--- config.mk ---
export PLATFORM = sky130hd
export DESIGN_NAME = cpr_front
export DESIGN_NICKNAME = d
export VERILOG_FILES = /design/src/hdl/cpr_pkg.sv /design/src/hdl/cpr_front.sv
export SDC_FILE = /design/constraint.sdc
export NUM_CORES = 1
export LEC_CHECK = 0
export ABC_AREA = 1
export BUFFER_PORTS_ARGS = -buffer_cell sky130_fd_sc_hd__buf_4
export CAP_MARGIN = 20
export CORE_AREA = 4 4 82 84
export CTS_BUF_LIST = sky130_fd_sc_hd__clkbuf_4 sky130_fd_sc_hd__clkbuf_8 sky130_fd_sc_hd__clkbuf_16
export DETAILED_ROUTE_END_ITERATION = 12
export DIE_AREA = 0 0 86 88
export GPL_ROUTABILITY_DRIVEN = 1
export GPL_TIMING_DRIVEN = 0
export PLACE_DENSITY = 0.83
export SLEW_MARGIN = 40
export SYNTH_ARGS = -nofsm -noshare
export SYNTH_HDL_FRONTEND = slang
export SYNTH_SLANG_ARGS = --single-unit
--- constraint.sdc ---
create_clock -name clk -period 2.5 [get_ports clk]
set_input_delay 0.5 -clock clk [delete_from_list [all_inputs] [get_ports clk]]
set_output_delay 0.5 -clock clk [all_outputs]
set_load 0.1 [all_outputs]
--- src/hdl/cpr_pkg.sv ---
// Package for the complex phase rotator: payload structs, register codes
// and fixed widths. No dependencies.
`timescale 1ns / 1ps
`default_nettype none
package cpr_pkg;
  localparam int SampleW = 16;
  localparam int PhasorW = 18;
  localparam int FracW = PhasorW - 2;

  typedef struct packed {
    logic signed [SampleW-1:0] in_re;
    logic signed [SampleW-1:0] in_im;
    logic                      first;
  } in_item_t;

  typedef struct packed {
    logic signed [SampleW-1:0] out_re;
    logic signed [SampleW-1:0] out_im;
  } out_item_t;

  typedef enum logic [1:0] {
    REG_INC_RE   = 2'd0,
    REG_INC_IM   = 2'd1,
    REG_START_RE = 2'd2,
    REG_START_IM = 2'd3
  } reg_idx_t;

  typedef enum logic [2:0] {
    ST_IDLE, ST_MUL, ST_ADV, ST_SQRT, ST_DIV_RE, ST_DIV_IM, ST_SEND
  } back_state_t;
endpackage
`default_nettype wire

--- src/hdl/cpr_front.sv ---
// Front part of the complex phase rotator: a two-entry queue that takes input
// beats and hands them to the back part. Depends on cpr_pkg.
`timescale 1ns / 1ps
`default_nettype none
module cpr_front (
  input  wire                logic clk,
  input  wire                logic rst_n,
  input  wire                logic in_valid,
  output logic               in_ready,
  input  wire cpr_pkg::in_item_t in_data,
  output logic               q_valid,
  input  wire                logic q_ready,
  output cpr_pkg::in_item_t  q_data
);
  import cpr_pkg::*;
  in_item_t   mem_r [2];
  logic       wp_r, rp_r, wp_nxt, rp_nxt;
  logic [1:0] cnt_r, cnt_nxt;
  logic       push, pop;

  assign in_ready = (cnt_r != 2'd2);
  assign q_valid  = (cnt_r != 2'd0);
  assign q_data   = mem_r[rp_r];
  assign push     = in_valid && in_ready;
  assign pop      = q_valid && q_ready;

  always_comb begin
    wp_nxt  = push ? ~wp_r : wp_r;
    rp_nxt  = pop ? ~rp_r : rp_r;
    cnt_nxt = cnt_r + {1'b0, push} - {1'b0, pop};
  end

  always_ff @(posedge clk) begin
    if (!rst_n) begin
      wp_r  <= 1'b0;
      rp_r  <= 1'b0;
      cnt_r <= 2'd0;
    end else begin
      wp_r  <= wp_nxt;
      rp_r  <= rp_nxt;
      cnt_r <= cnt_nxt;
    end
  end

  always_ff @(posedge clk) begin
    if (push) begin
      mem_r[wp_r] <= in_data;
    end
  end
endmodule
`default_nettype wire

### After elaboration in Yosys (flattened, before gate mapping)

Memory sizes are Yosys's and may differ from the RTL's. A register that Yosys moved wholly into a read port is not among the register bits.
Index checks and enable logic that the tools add are counted.

| operators by class | value |
|---|---|
| add/sub/neg operators | 2 |
| equal/unequal tests | 1 |
| muxes and demuxes | 4 |
| bitwise gates (word level) | 2 |
| reduce and logical (&&, ||, !) cells | 3 |

Operators by type and width:

| kind | count |
|---|---|
| $mux W1 | 4 |
| $add A2 B1 Y2 | 1 |
| $logic_and A1 B1 Y1 | 2 |
| $ne A2 B2 Y1 const B | 1 |
| $not A1 Y1 | 2 |
| $reduce_bool A2 Y1 | 1 |
| $sub A2 B1 Y2 | 1 |

| word-level totals | value |
|---|---|
| register bits after elaboration | 4 |
| memory bits (writable) | 66 |
| bits of input ports | 37 |
| output and inout port bits | 35 |
| memories | 1 |

Memory list:

| name | depth | bits a word | rd ports | clocked after memory_dff | write ports | RTL line | text |
|---|---|---|---|---|---|---|---|
| mem_r | 2 | 33 | 1 | 1 | 1 | cpr_front.sv:16 | `in_item_t mem_r [2];` |

### Longest topological paths before layout

Gate-level depths: netlist (run 1).

| logic depth | value |
|---|---|
| word-level depth | 4 |
| gate-level depth with buffers | 11 |

### Worst setup path after synthesis (run 1)

Ideal clock, no wire load.

| timing | value |
|---|---|
| path kind | flip-flop to flip-flop |
| start point | register cnt_r[0] |
| end point | memory mem_r[0][0] in the netlist's numbering (enable) |
| setup time | 0.423 ns |
| arrival time | 2.681 ns |
| path slack | -0.604 ns |
| stages on the path, launching flop included | 5 |
| clock period less this slack | 3.104 ns |
| cells stage by stage | dfxtp_1 > inv_1 > nand2_1 > nand2_1 > nor2_1 |

| between the ends | value |
|---|---|
| cells in the longest elaborated chain, start to end | 4 |

Ends and longest elaborated chain:

| item | RTL line | text |
|---|---|---|
| start: declaration | cpr_front.sv:18 | `logic [1:0] cnt_r, cnt_nxt;` |
| start signal: assignment | cpr_front.sv:41 | `cnt_r <= cnt_nxt;` |
| $ne A2 B2 Y1 | cpr_front.sv:21 | `assign in_ready = (cnt_r != 2'd2);` |
| net in_ready | cpr_front.sv:9 | `output logic in_ready,` |
| $logic_and A1 B1 Y1 | cpr_front.sv:24 | `assign push = in_valid && in_ready;` |
| $mux W1 | cpr_front.sv:46 | `if (push) begin` |
| $mux W1 (implied by the code) | cpr_front.sv:47 | `mem_r[wp_r] <= in_data;` |
| end: declaration | cpr_front.sv:16 |  |

The timed path passes the listed nets, and every way through them passes these cells.

==> flow_summary.ini, run 1 <==
[clock_tree]
path_clk_slew_ns = 0.08
clockBufferDepth = 2
cts_tree = done
cts_buffers = 9
post_cts.repair.setup_buffers = 0
numClockSinks = 71
cts_root_buf = clkbuf_8
clock_latency_ns = 0.34
cts_hold_buf = 0
post_cts_resized = 0
cts_max_level = 3

[die]
die_y_um = 88
ioPinCount = 72
dieArea_sq_mm = 0.00757
start_util = 0.469
core_sq_mm = 0.00592
rows = 28
die_w_um = 86

[routing]
detail_route.drc_violations = 0
vias_per_cell = 4.74
postRouteAntennaNets = 0
drt_wl_total_um = 4680
dr.pass1.iters = 4
vias = 1431
drtIter0Drc = 57
wl_per_cell_um = 15.5

[worst_setup_path]
worst-path-buf-inv = 3
crit_fanout = 10
max_stage_delay_ns = 0.32
cp_cell_sequence = buf_6 -> buf_12 -> mux2_4 -> buf_4
cp_top_family = buffers and inverters
cp_slowest_cell = dfxtp_1
critPathLaunchType = flip-flop
cp.arrival_ns = 1.49
crit_type = flip-flop to primary output
required_ns = 2.00
cp-end-kind = primary output

[sta]
period_minus_slack_ns = 1.99
tns_ns = 0
drv_slew = 0
hold_viol_final = 0
fin_skew_ns = 0.0119
rsz0062_at_grt = no
max_freq_mhz = 502
setup_viol = 0
worstMarginPinSlew_ns = 0.717
slew_headroom = 0.521
period_share = 0.797

[grt]
grt_max_degree = 34
grt_overflow_total = 0
grt_util_all_layers = 0.138
antenna_found_initial = 0
grt_pass1_vias = 1571
grt_pass1_wl_um = 7510

[final_layout]
n_fill_cell = 454
drive_gt1_frac = 0.555
multi_input_area_sq_um = 606
diodes = 0
fin_nets = 261
syn_to_final_growth_pct = 33.3
seq_area_sq_mm = 0.00208
final_util = 0.626
fin_area_sq_mm = 0.00370

[run]
drv_cap = 0

[logic_synthesis]
syn_area_sq_mm = 0.00278
synth_cell_types = 12
seq_area_frac_synth = 0.750
synth_warnings = 0
synthCells = 139
ys_seq_elements = 71
syn_nets = 178
postSynthAreaPerCell_sq_um = 20.0

[power]
p_leak_nw = 1.50
finalPower_mw = 5.05
peakVddDrop_mv = 0.794
power_density_mw_per_mm2 = 1360

[place]
gp_congestion = 0.742
dp_hpwl_um = 3370
dpl-instance-area_sq_mm = 0.00344
port_buffers = 71

[status]
outcome = complete, no violations

[worst_hold_path]
hp-class = input port to flip-flop
==> layout make-up <==
cell class,instances,area share
buffer,4,0.0193
clock buffer,10,0.0355
clock inverter,6,0.0358
inverter,7,0.00709
multi-input combinational,57,0.164
sequential,71,0.562
tap,75,0.0253
timing repair buffer,72,0.151
==> synthesized netlist by cell type <==
cell      number  share of area
ha_1           2         0.0090
inv_1          7         0.0095
buf_6          1         0.0041
edfxtp_1      66           0.71
nand3_1        3         0.0054
mux2_2         3          0.012
mux2_4        30           0.16
dfxtp_1        5          0.036
a21oi_1        2         0.0036
nand2_1        9          0.012
buf_12         3          0.022
nor2_1         8          0.011
==> layer usage <==
metal | global-route usage | routed length [um]
met3 | 0.0329 | 297
met4 | 0.101 | 165
met5 | 0 | 0
met2 | 0.237 | 2440
met1 | 0.148 | 1780
==> metrics by stage <==
step | cells | hold WS [ns] | setup slack [ns]
after floorplan | 139 | 0.467 | 0.133
after global placement | 285 | 0.482 | 0.406
after detailed placement | 286 | 0.494 | 0.770
after CTS | 302 | 0.328 | 0.477
after global routing | 302 | 0.321 | 0.442
final | 302 | 0.342 | 0.507
==> cell families after synthesis <==
family                   after synthesis  synth area share
AND/OR/NAND/NOR                       20            0.0284
adder cells (fa/ha/maj)                2           0.00901
multiplexers                          33             0.174
buffers and inverters                 11            0.0351
flip-flops                            71             0.750
AO/OA/AOI/OAI                          2           0.00360
==> placed cells by master (no fill, tap or decap), types with 2 or more instances in the layout <==
cell type	instances
a21oi_1	2
buf_12	3
buf_4	71
bufinv_16	4
clkbuf_8	9
dfxtp_1	5
edfxtp_1	66
ha_1	2
inv_1	6
mux2_2	3
mux2_4	30
nand2_1	9
nand3_1	3
nor2_1	7
==> registers in the layout (all words and copies together) (netlist names), named ones only <==
signal	count
cnt_r	2
mem_r	66
rp_r	1
wp_r	1
==> path summary, 6_finish.rpt <==
check | from | to | slack, ns | cells past startpoint
setup / recovery | flip-flop | q_data[5] | 0.51 | 4
hold / removal | in_data[15] | mem_r[0][15] | 0.34 | 1
setup reg to reg | cnt_r[0] | mem_r[0][8] | 0.85 | 5
hold reg to reg | rp_r | rp_r | 0.51 | 2
==> worst register-to-register path, cell delays in order (launching register included) <==
cell	delay [ns]
dfxtp_1	0.36
inv_1	0.07
nand2_1	0.12
nand2_1	0.12
nor2_4	0.47
buf_16	0.23
==> power by group <==
part | internal [mW] | switching, mW
clock network | 0.774 | 0.402
registers | 1.51 | 0.0551
logic | 0.628 | 1.69
No activity file was read; power rests on OpenSTA's default activity.
==> inputs of run 2 (changes only) <==
--- a/config.mk
+++ b/config.mk
@@ -8,13 +8,13 @@
 export ABC_AREA = 1
 export BUFFER_PORTS_ARGS = -buffer_cell sky130_fd_sc_hd__buf_4
 export CAP_MARGIN = 20
-export CORE_AREA = 4 4 82 84
+export CORE_AREA = 4 4 79 81
 export CTS_BUF_LIST = sky130_fd_sc_hd__clkbuf_4 sky130_fd_sc_hd__clkbuf_8 sky130_fd_sc_hd__clkbuf_16
 export DETAILED_ROUTE_END_ITERATION = 12
-export DIE_AREA = 0 0 86 88
+export DIE_AREA = 0 0 83 85
 export GPL_ROUTABILITY_DRIVEN = 1
 export GPL_TIMING_DRIVEN = 0
-export PLACE_DENSITY = 0.83
+export PLACE_DENSITY = 0.85
 export SLEW_MARGIN = 40
 export SYNTH_ARGS = -nofsm -noshare
 export SYNTH_HDL_FRONTEND = slang
==> constraint.sdc (replaced) <==
create_clock -name clk -period 1.9 [get_ports clk]
set_input_delay 0.38 -clock clk [delete_from_list [all_inputs] [get_ports clk]]
set_output_delay 0.38 -clock clk [all_outputs]
set_load 0.1 [all_outputs]
==> flow_summary.ini, run 2 (synthesis gave the netlist of run 1 again) <==
[status]
outcome = complete, no violations

[sta]
fin_skew_ns = 0.00701
slew_headroom = 0.514
drv_slew = 0
period_minus_slack_ns = 1.85
max_freq_mhz = 541
setup_viol = 0
worstMarginPinSlew_ns = 0.727
hold_viol_final = 0
period_share = 0.973
tns_ns = 0
fin_ws_ns = 0.0521

[clock_tree]
cts_root_buf = clkbuf_8
clock_latency_ns = 0.33
cts_tree = done
numClockSinks = 71
clockBufferDepth = 2
cts_hold_buf = 0
cts_buffers = 9
path_clk_slew_ns = 0.07
cts_max_level = 3
post_cts.repair.setup_buffers = 0

[die]
rows = 27
dieArea_sq_mm = 0.00706
ioPinCount = 72
die_w_um = 83
core_sq_mm = 0.00547
start_util = 0.508
die_y_um = 85

[routing]
wl_per_cell_um = 16.1
detail_route.drc_violations = 0
vias_per_cell = 4.91
vias = 1467
postRouteAntennaNets = 0
dr.pass1.iters = 4
drtIter0Drc = 86
drt_wl_total_um = 4820

[final_layout]
fin_nets = 261
drive_gt1_frac = 0.559
reg_top3 = mem_r: 66 flops, cnt_r: 2 flops
regMostFlops = mem_r
syn_to_final_growth_pct = 37.0
diodes = 0
layout_common_cells = edfxtp_1, buf_4, buf_6, mux2_4, clkbuf_8
largest_register_ffs = 66
layout_commonest_cell = edfxtp_1
fin_cells = 299

[worst_setup_path]
critPathLaunchType = flip-flop
cp_top_family = buffers and inverters
crit_fanout = 10
cp_cell_sequence = buf_6 -> buf_12 -> mux2_4 -> buf_6
crit_type = flip-flop to primary output
cp.arrival_ns = 1.47
max_stage_delay_ns = 0.33
cp_slowest_cell = dfxtp_1
cpMostUsedCell = buf_6
cp-end-kind = primary output
worst-path-buf-inv = 3
required_ns = 1.52

[place]
port_buffers = 71
dp_hpwl_um = 3330
gp_congestion = 0.708
pre_cts_slack_ns = 0.131
dp.cells = 283

[run]
drv_cap = 0

[grt]
grt_max_degree = 34
antenna_found_initial = 0
grt_util_all_layers = 0.140
grt_overflow_total = 0
grt_pass1_wl_um = 7490
grt_pass1_vias = 1509

[worst_hold_path]
hp-class = input port to flip-flop

[power]
p_leak_nw = 1.52
peakVddDrop_mv = 1.45
power_density_mw_per_mm2 = 1760
[run 2: worst paths after layout]
kind	startpoint	to	slack (ns)	cells past startpoint
worst min-delay path	in_data[27]	mem_r[1][27]	0.23	1
worst max-delay path	flip-flop	q_data[22]	0.05	4
worst max register to register	cnt_r[0]	mem_r[1][1]	0.17	4
worst min register to register	rp_r	flip-flop	0.52	2
[run 2: power by group]
| group | internal [mW] | switching, mW | leakage, nW |
|---|---|---|---|
| sequential | 1.99 | 0.0775 | 0.658 |
| clock | 0.863 | 0.529 | 0.118 |
| combinational | 0.970 | 2.27 | 0.748 |
[run 2: through the flow]
step                total power, mW  area (sq um)   util  hold WS, ns
CTS                            6.70          3780  0.690        0.212
floorplan                      4.60          2800      -        0.467
global route                   6.92          3800  0.695        0.195
global placement               5.10          3420  0.625        0.486
finish                         6.69          3800  0.695        0.226
detailed placement             5.18          3450  0.630        0.498
[run 2: metal layers]
layer	global-route usage	wire [um]	vias up
met1	0.150	1820	720
met2	0.249	2620	54
li1	-	-	688
met4	0.0535	49	0
met3	0.0583	325	5
met5	0	0	-
[run 2: cell type report]
class                   instances  area, sq um
inverters                       7         30.0
flip-flops and latches         71         2080
plain buffers                   4         71.3
repair buffers                 72          682
well taps                      72         90.1
fillers                       349         1670
clock inverters                 7          111
multi-input cells              57          613
clock buffers                   9          124
[run 2: what timing repair did]
action	4_1_cts	5_1_grt
endpoints found under the hold margin	0	0
cloned	0	0
pin swaps	0	0
resized for setup	25	8
setup endpoints to repair	25	17
==> inputs of run 3 (changes only) <==
--- a/config.mk
+++ b/config.mk
@@ -6,15 +6,15 @@
 export NUM_CORES = 1
 export LEC_CHECK = 0
 export ABC_AREA = 1
-export BUFFER_PORTS_ARGS = -buffer_cell sky130_fd_sc_hd__buf_4
 export CAP_MARGIN = 20
-export CORE_AREA = 4 4 79 81
+export CORE_AREA = 4 4 77 79
 export CTS_BUF_LIST = sky130_fd_sc_hd__clkbuf_4 sky130_fd_sc_hd__clkbuf_8 sky130_fd_sc_hd__clkbuf_16
 export DETAILED_ROUTE_END_ITERATION = 12
-export DIE_AREA = 0 0 83 85
+export DIE_AREA = 0 0 81 83
+export DONT_BUFFER_PORTS = 1
 export GPL_ROUTABILITY_DRIVEN = 1
 export GPL_TIMING_DRIVEN = 0
-export PLACE_DENSITY = 0.85
+export PLACE_DENSITY = 0.77
 export SLEW_MARGIN = 40
 export SYNTH_ARGS = -nofsm -noshare
 export SYNTH_HDL_FRONTEND = slang
==> constraint.sdc (replaced) <==
create_clock -name clk -period 1.9 [get_ports clk]
set_input_delay 0.38 -clock clk [delete_from_list [all_inputs] [get_ports clk]]
set_output_delay 0.38 -clock clk [all_outputs]
set_load 0.01 [all_outputs]
==> flow_summary.ini, run 3 (synthesis gave the netlist of run 1 again) <==
[sta]
hold_viol_final = 0
worstMarginPinSlew_ns = 0.712
drv_slew = 0
tns_ns = 0
period_share = 0.915
slew_headroom = 0.525
fin_skew_ns = 0.0135
hold_ws_ns = 0.136
rsz0062_at_grt = no
period_minus_slack_ns = 1.74
max_freq_mhz = 575
setup_viol = 0

[routing]
vias_per_cell = 5.28
drtIter0Drc = 88
vias = 1199
drt_wl_total_um = 4450
wl_per_cell_um = 19.6
postRouteAntennaNets = 0
dr.pass1.iters = 4
detail_route.drc_violations = 0

[worst_setup_path]
crit_type = flip-flop to flip-flop
crit_fanout = 4
cp.arrival_ns = 1.96
cp-end-kind = flip-flop
required_ns = 2.12
critPathLaunchType = flip-flop
reg2reg_slack_ns = 0.16

[clock_tree]
numClockSinks = 71
cts_buffers = 9
post_cts.repair.setup_buffers = 0
post_cts_resized = 0
path_clk_slew_ns = 0.08
cts_max_level = 3
cts_tree = done
clock_latency_ns = 0.33
cts_root_buf = clkbuf_8
clockBufferDepth = 2
cts_hold_buf = 0

[final_layout]
drive_gt1_frac = 0.355
reg_top3 = mem_r: 66 flops, cnt_r: 2 flops
layout_commonest_cell = edfxtp_1
largest_register_ffs = 66
fin_area_sq_mm = 0.00308
fin_nets = 190
n_fill_cell = 421
diodes = 0
syn_to_final_growth_pct = 11.0
regMostFlops = mem_r
layout_common_cells = edfxtp_1, mux2_4, nand2_1, clkbuf_8, nor2_1

[power]
seq_power_share = 0.485
p_sw_frac = 0.272
comb_power_share = 0.253
finalPower_mw = 4.25
peakVddDrop_mv = 0.822
p_int_mw = 3.10
p_sw_mw = 1.16
p_clk_frac = 0.262
p_leak_nw = 1.13
power_density_mw_per_mm2 = 1380

[status]
outcome = complete, no violations

[place]
dpl-instance-area_sq_mm = 0.00290
dp_hpwl_um = 3190
port_buffers = 0
gp_congestion = 0.588

[grt]
grt_max_degree = 34
grt_overflow_total = 0
grt_util_all_layers = 0.136
grt_pass1_vias = 1277
grt_pass1_wl_um = 6570
antenna_found_initial = 0

[die]
dieArea_sq_mm = 0.00672
core_sq_mm = 0.00534
die_y_um = 83
die_w_um = 81
ioPinCount = 72
rows = 27
start_util = 0.520

[run]
drv_cap = 0

[worst_hold_path]
hp-class = input port to flip-flop
run 3: cell count changes in the layout (fill, tap and decap cells not counted), sizes merged:
cell / change
inv: +1
clkbuf: +1
buf: -71
clkinvlp: -1
bufinv: -2
run 3: metrics by stage:
step | worst slack, ns | utilization | std cells
2_1_floorplan | 0.212 | - | 139
3_3_place_gp | -0.0822 | 0.539 | 211
3_5_place_dp | 0.167 | 0.544 | 212
4_1_cts | 0.161 | 0.578 | 227
5_1_grt | 0.0466 | 0.578 | 227
6_report | 0.161 | 0.578 | 227
run 3: path summary, 6_finish.rpt:
path / startpoint / to / depth (start not counted)
worst max register to register: cnt_r[0] / cnt_r[1] / 11
worst max-delay path: cnt_r[0] / cnt_r[1] / 11
worst min register to register: rp_r / flip-flop / 2
worst min-delay path: in_data[4] / mem_r[1][4] / 0
run 3: power by group through the flow:
stage          Sequential (mW)  Combinational, mW  Clock, mW
2_1_floorplan             2.07              0.894          0
3_3_place_gp              2.08               1.00          0
3_5_place_dp              2.10               1.10          0
4_1_cts                   2.06               1.10       1.13
5_1_grt                   2.08               1.15       1.21
6_report                  2.06               1.07       1.12
run 3: final cells by class:
type / instances / area (sq um) / area share
clock inverter: 5 / 50.0 / 0.0162
inverter: 7 / 26.3 / 0.00852
timing repair buffer: 1 / 27.5 / 0.00892
clock buffer: 10 / 131 / 0.0426
buffer: 4 / 71.3 / 0.0231
multi-input combinational: 57 / 606 / 0.196
sequential: 71 / 2080 / 0.675
tap: 72 / 90.1 / 0.0292
run 3: routing by layer:
metal | part of all wire | wire (um) | GRT usage
met5 | 0 | 0 | 0
met4 | 0.022 | 98 | 0.0783
met3 | 0.061 | 273 | 0.0456
met2 | 0.56 | 2510 | 0.243
met1 | 0.35 | 1570 | 0.133
run 3: critical path, stage by stage, from the launching register on:
cell and delay (ns):
dfxtp_1 0.37, inv_1 0.07, nand2_1 0.17, nand2_1 0.14, ha_1 0.29, inv_1 0.07
ha_1 0.17, inv_1 0.05, nand2_1 0.09, nand3_1 0.10, nand2_1 0.08, nor2_1 0.04
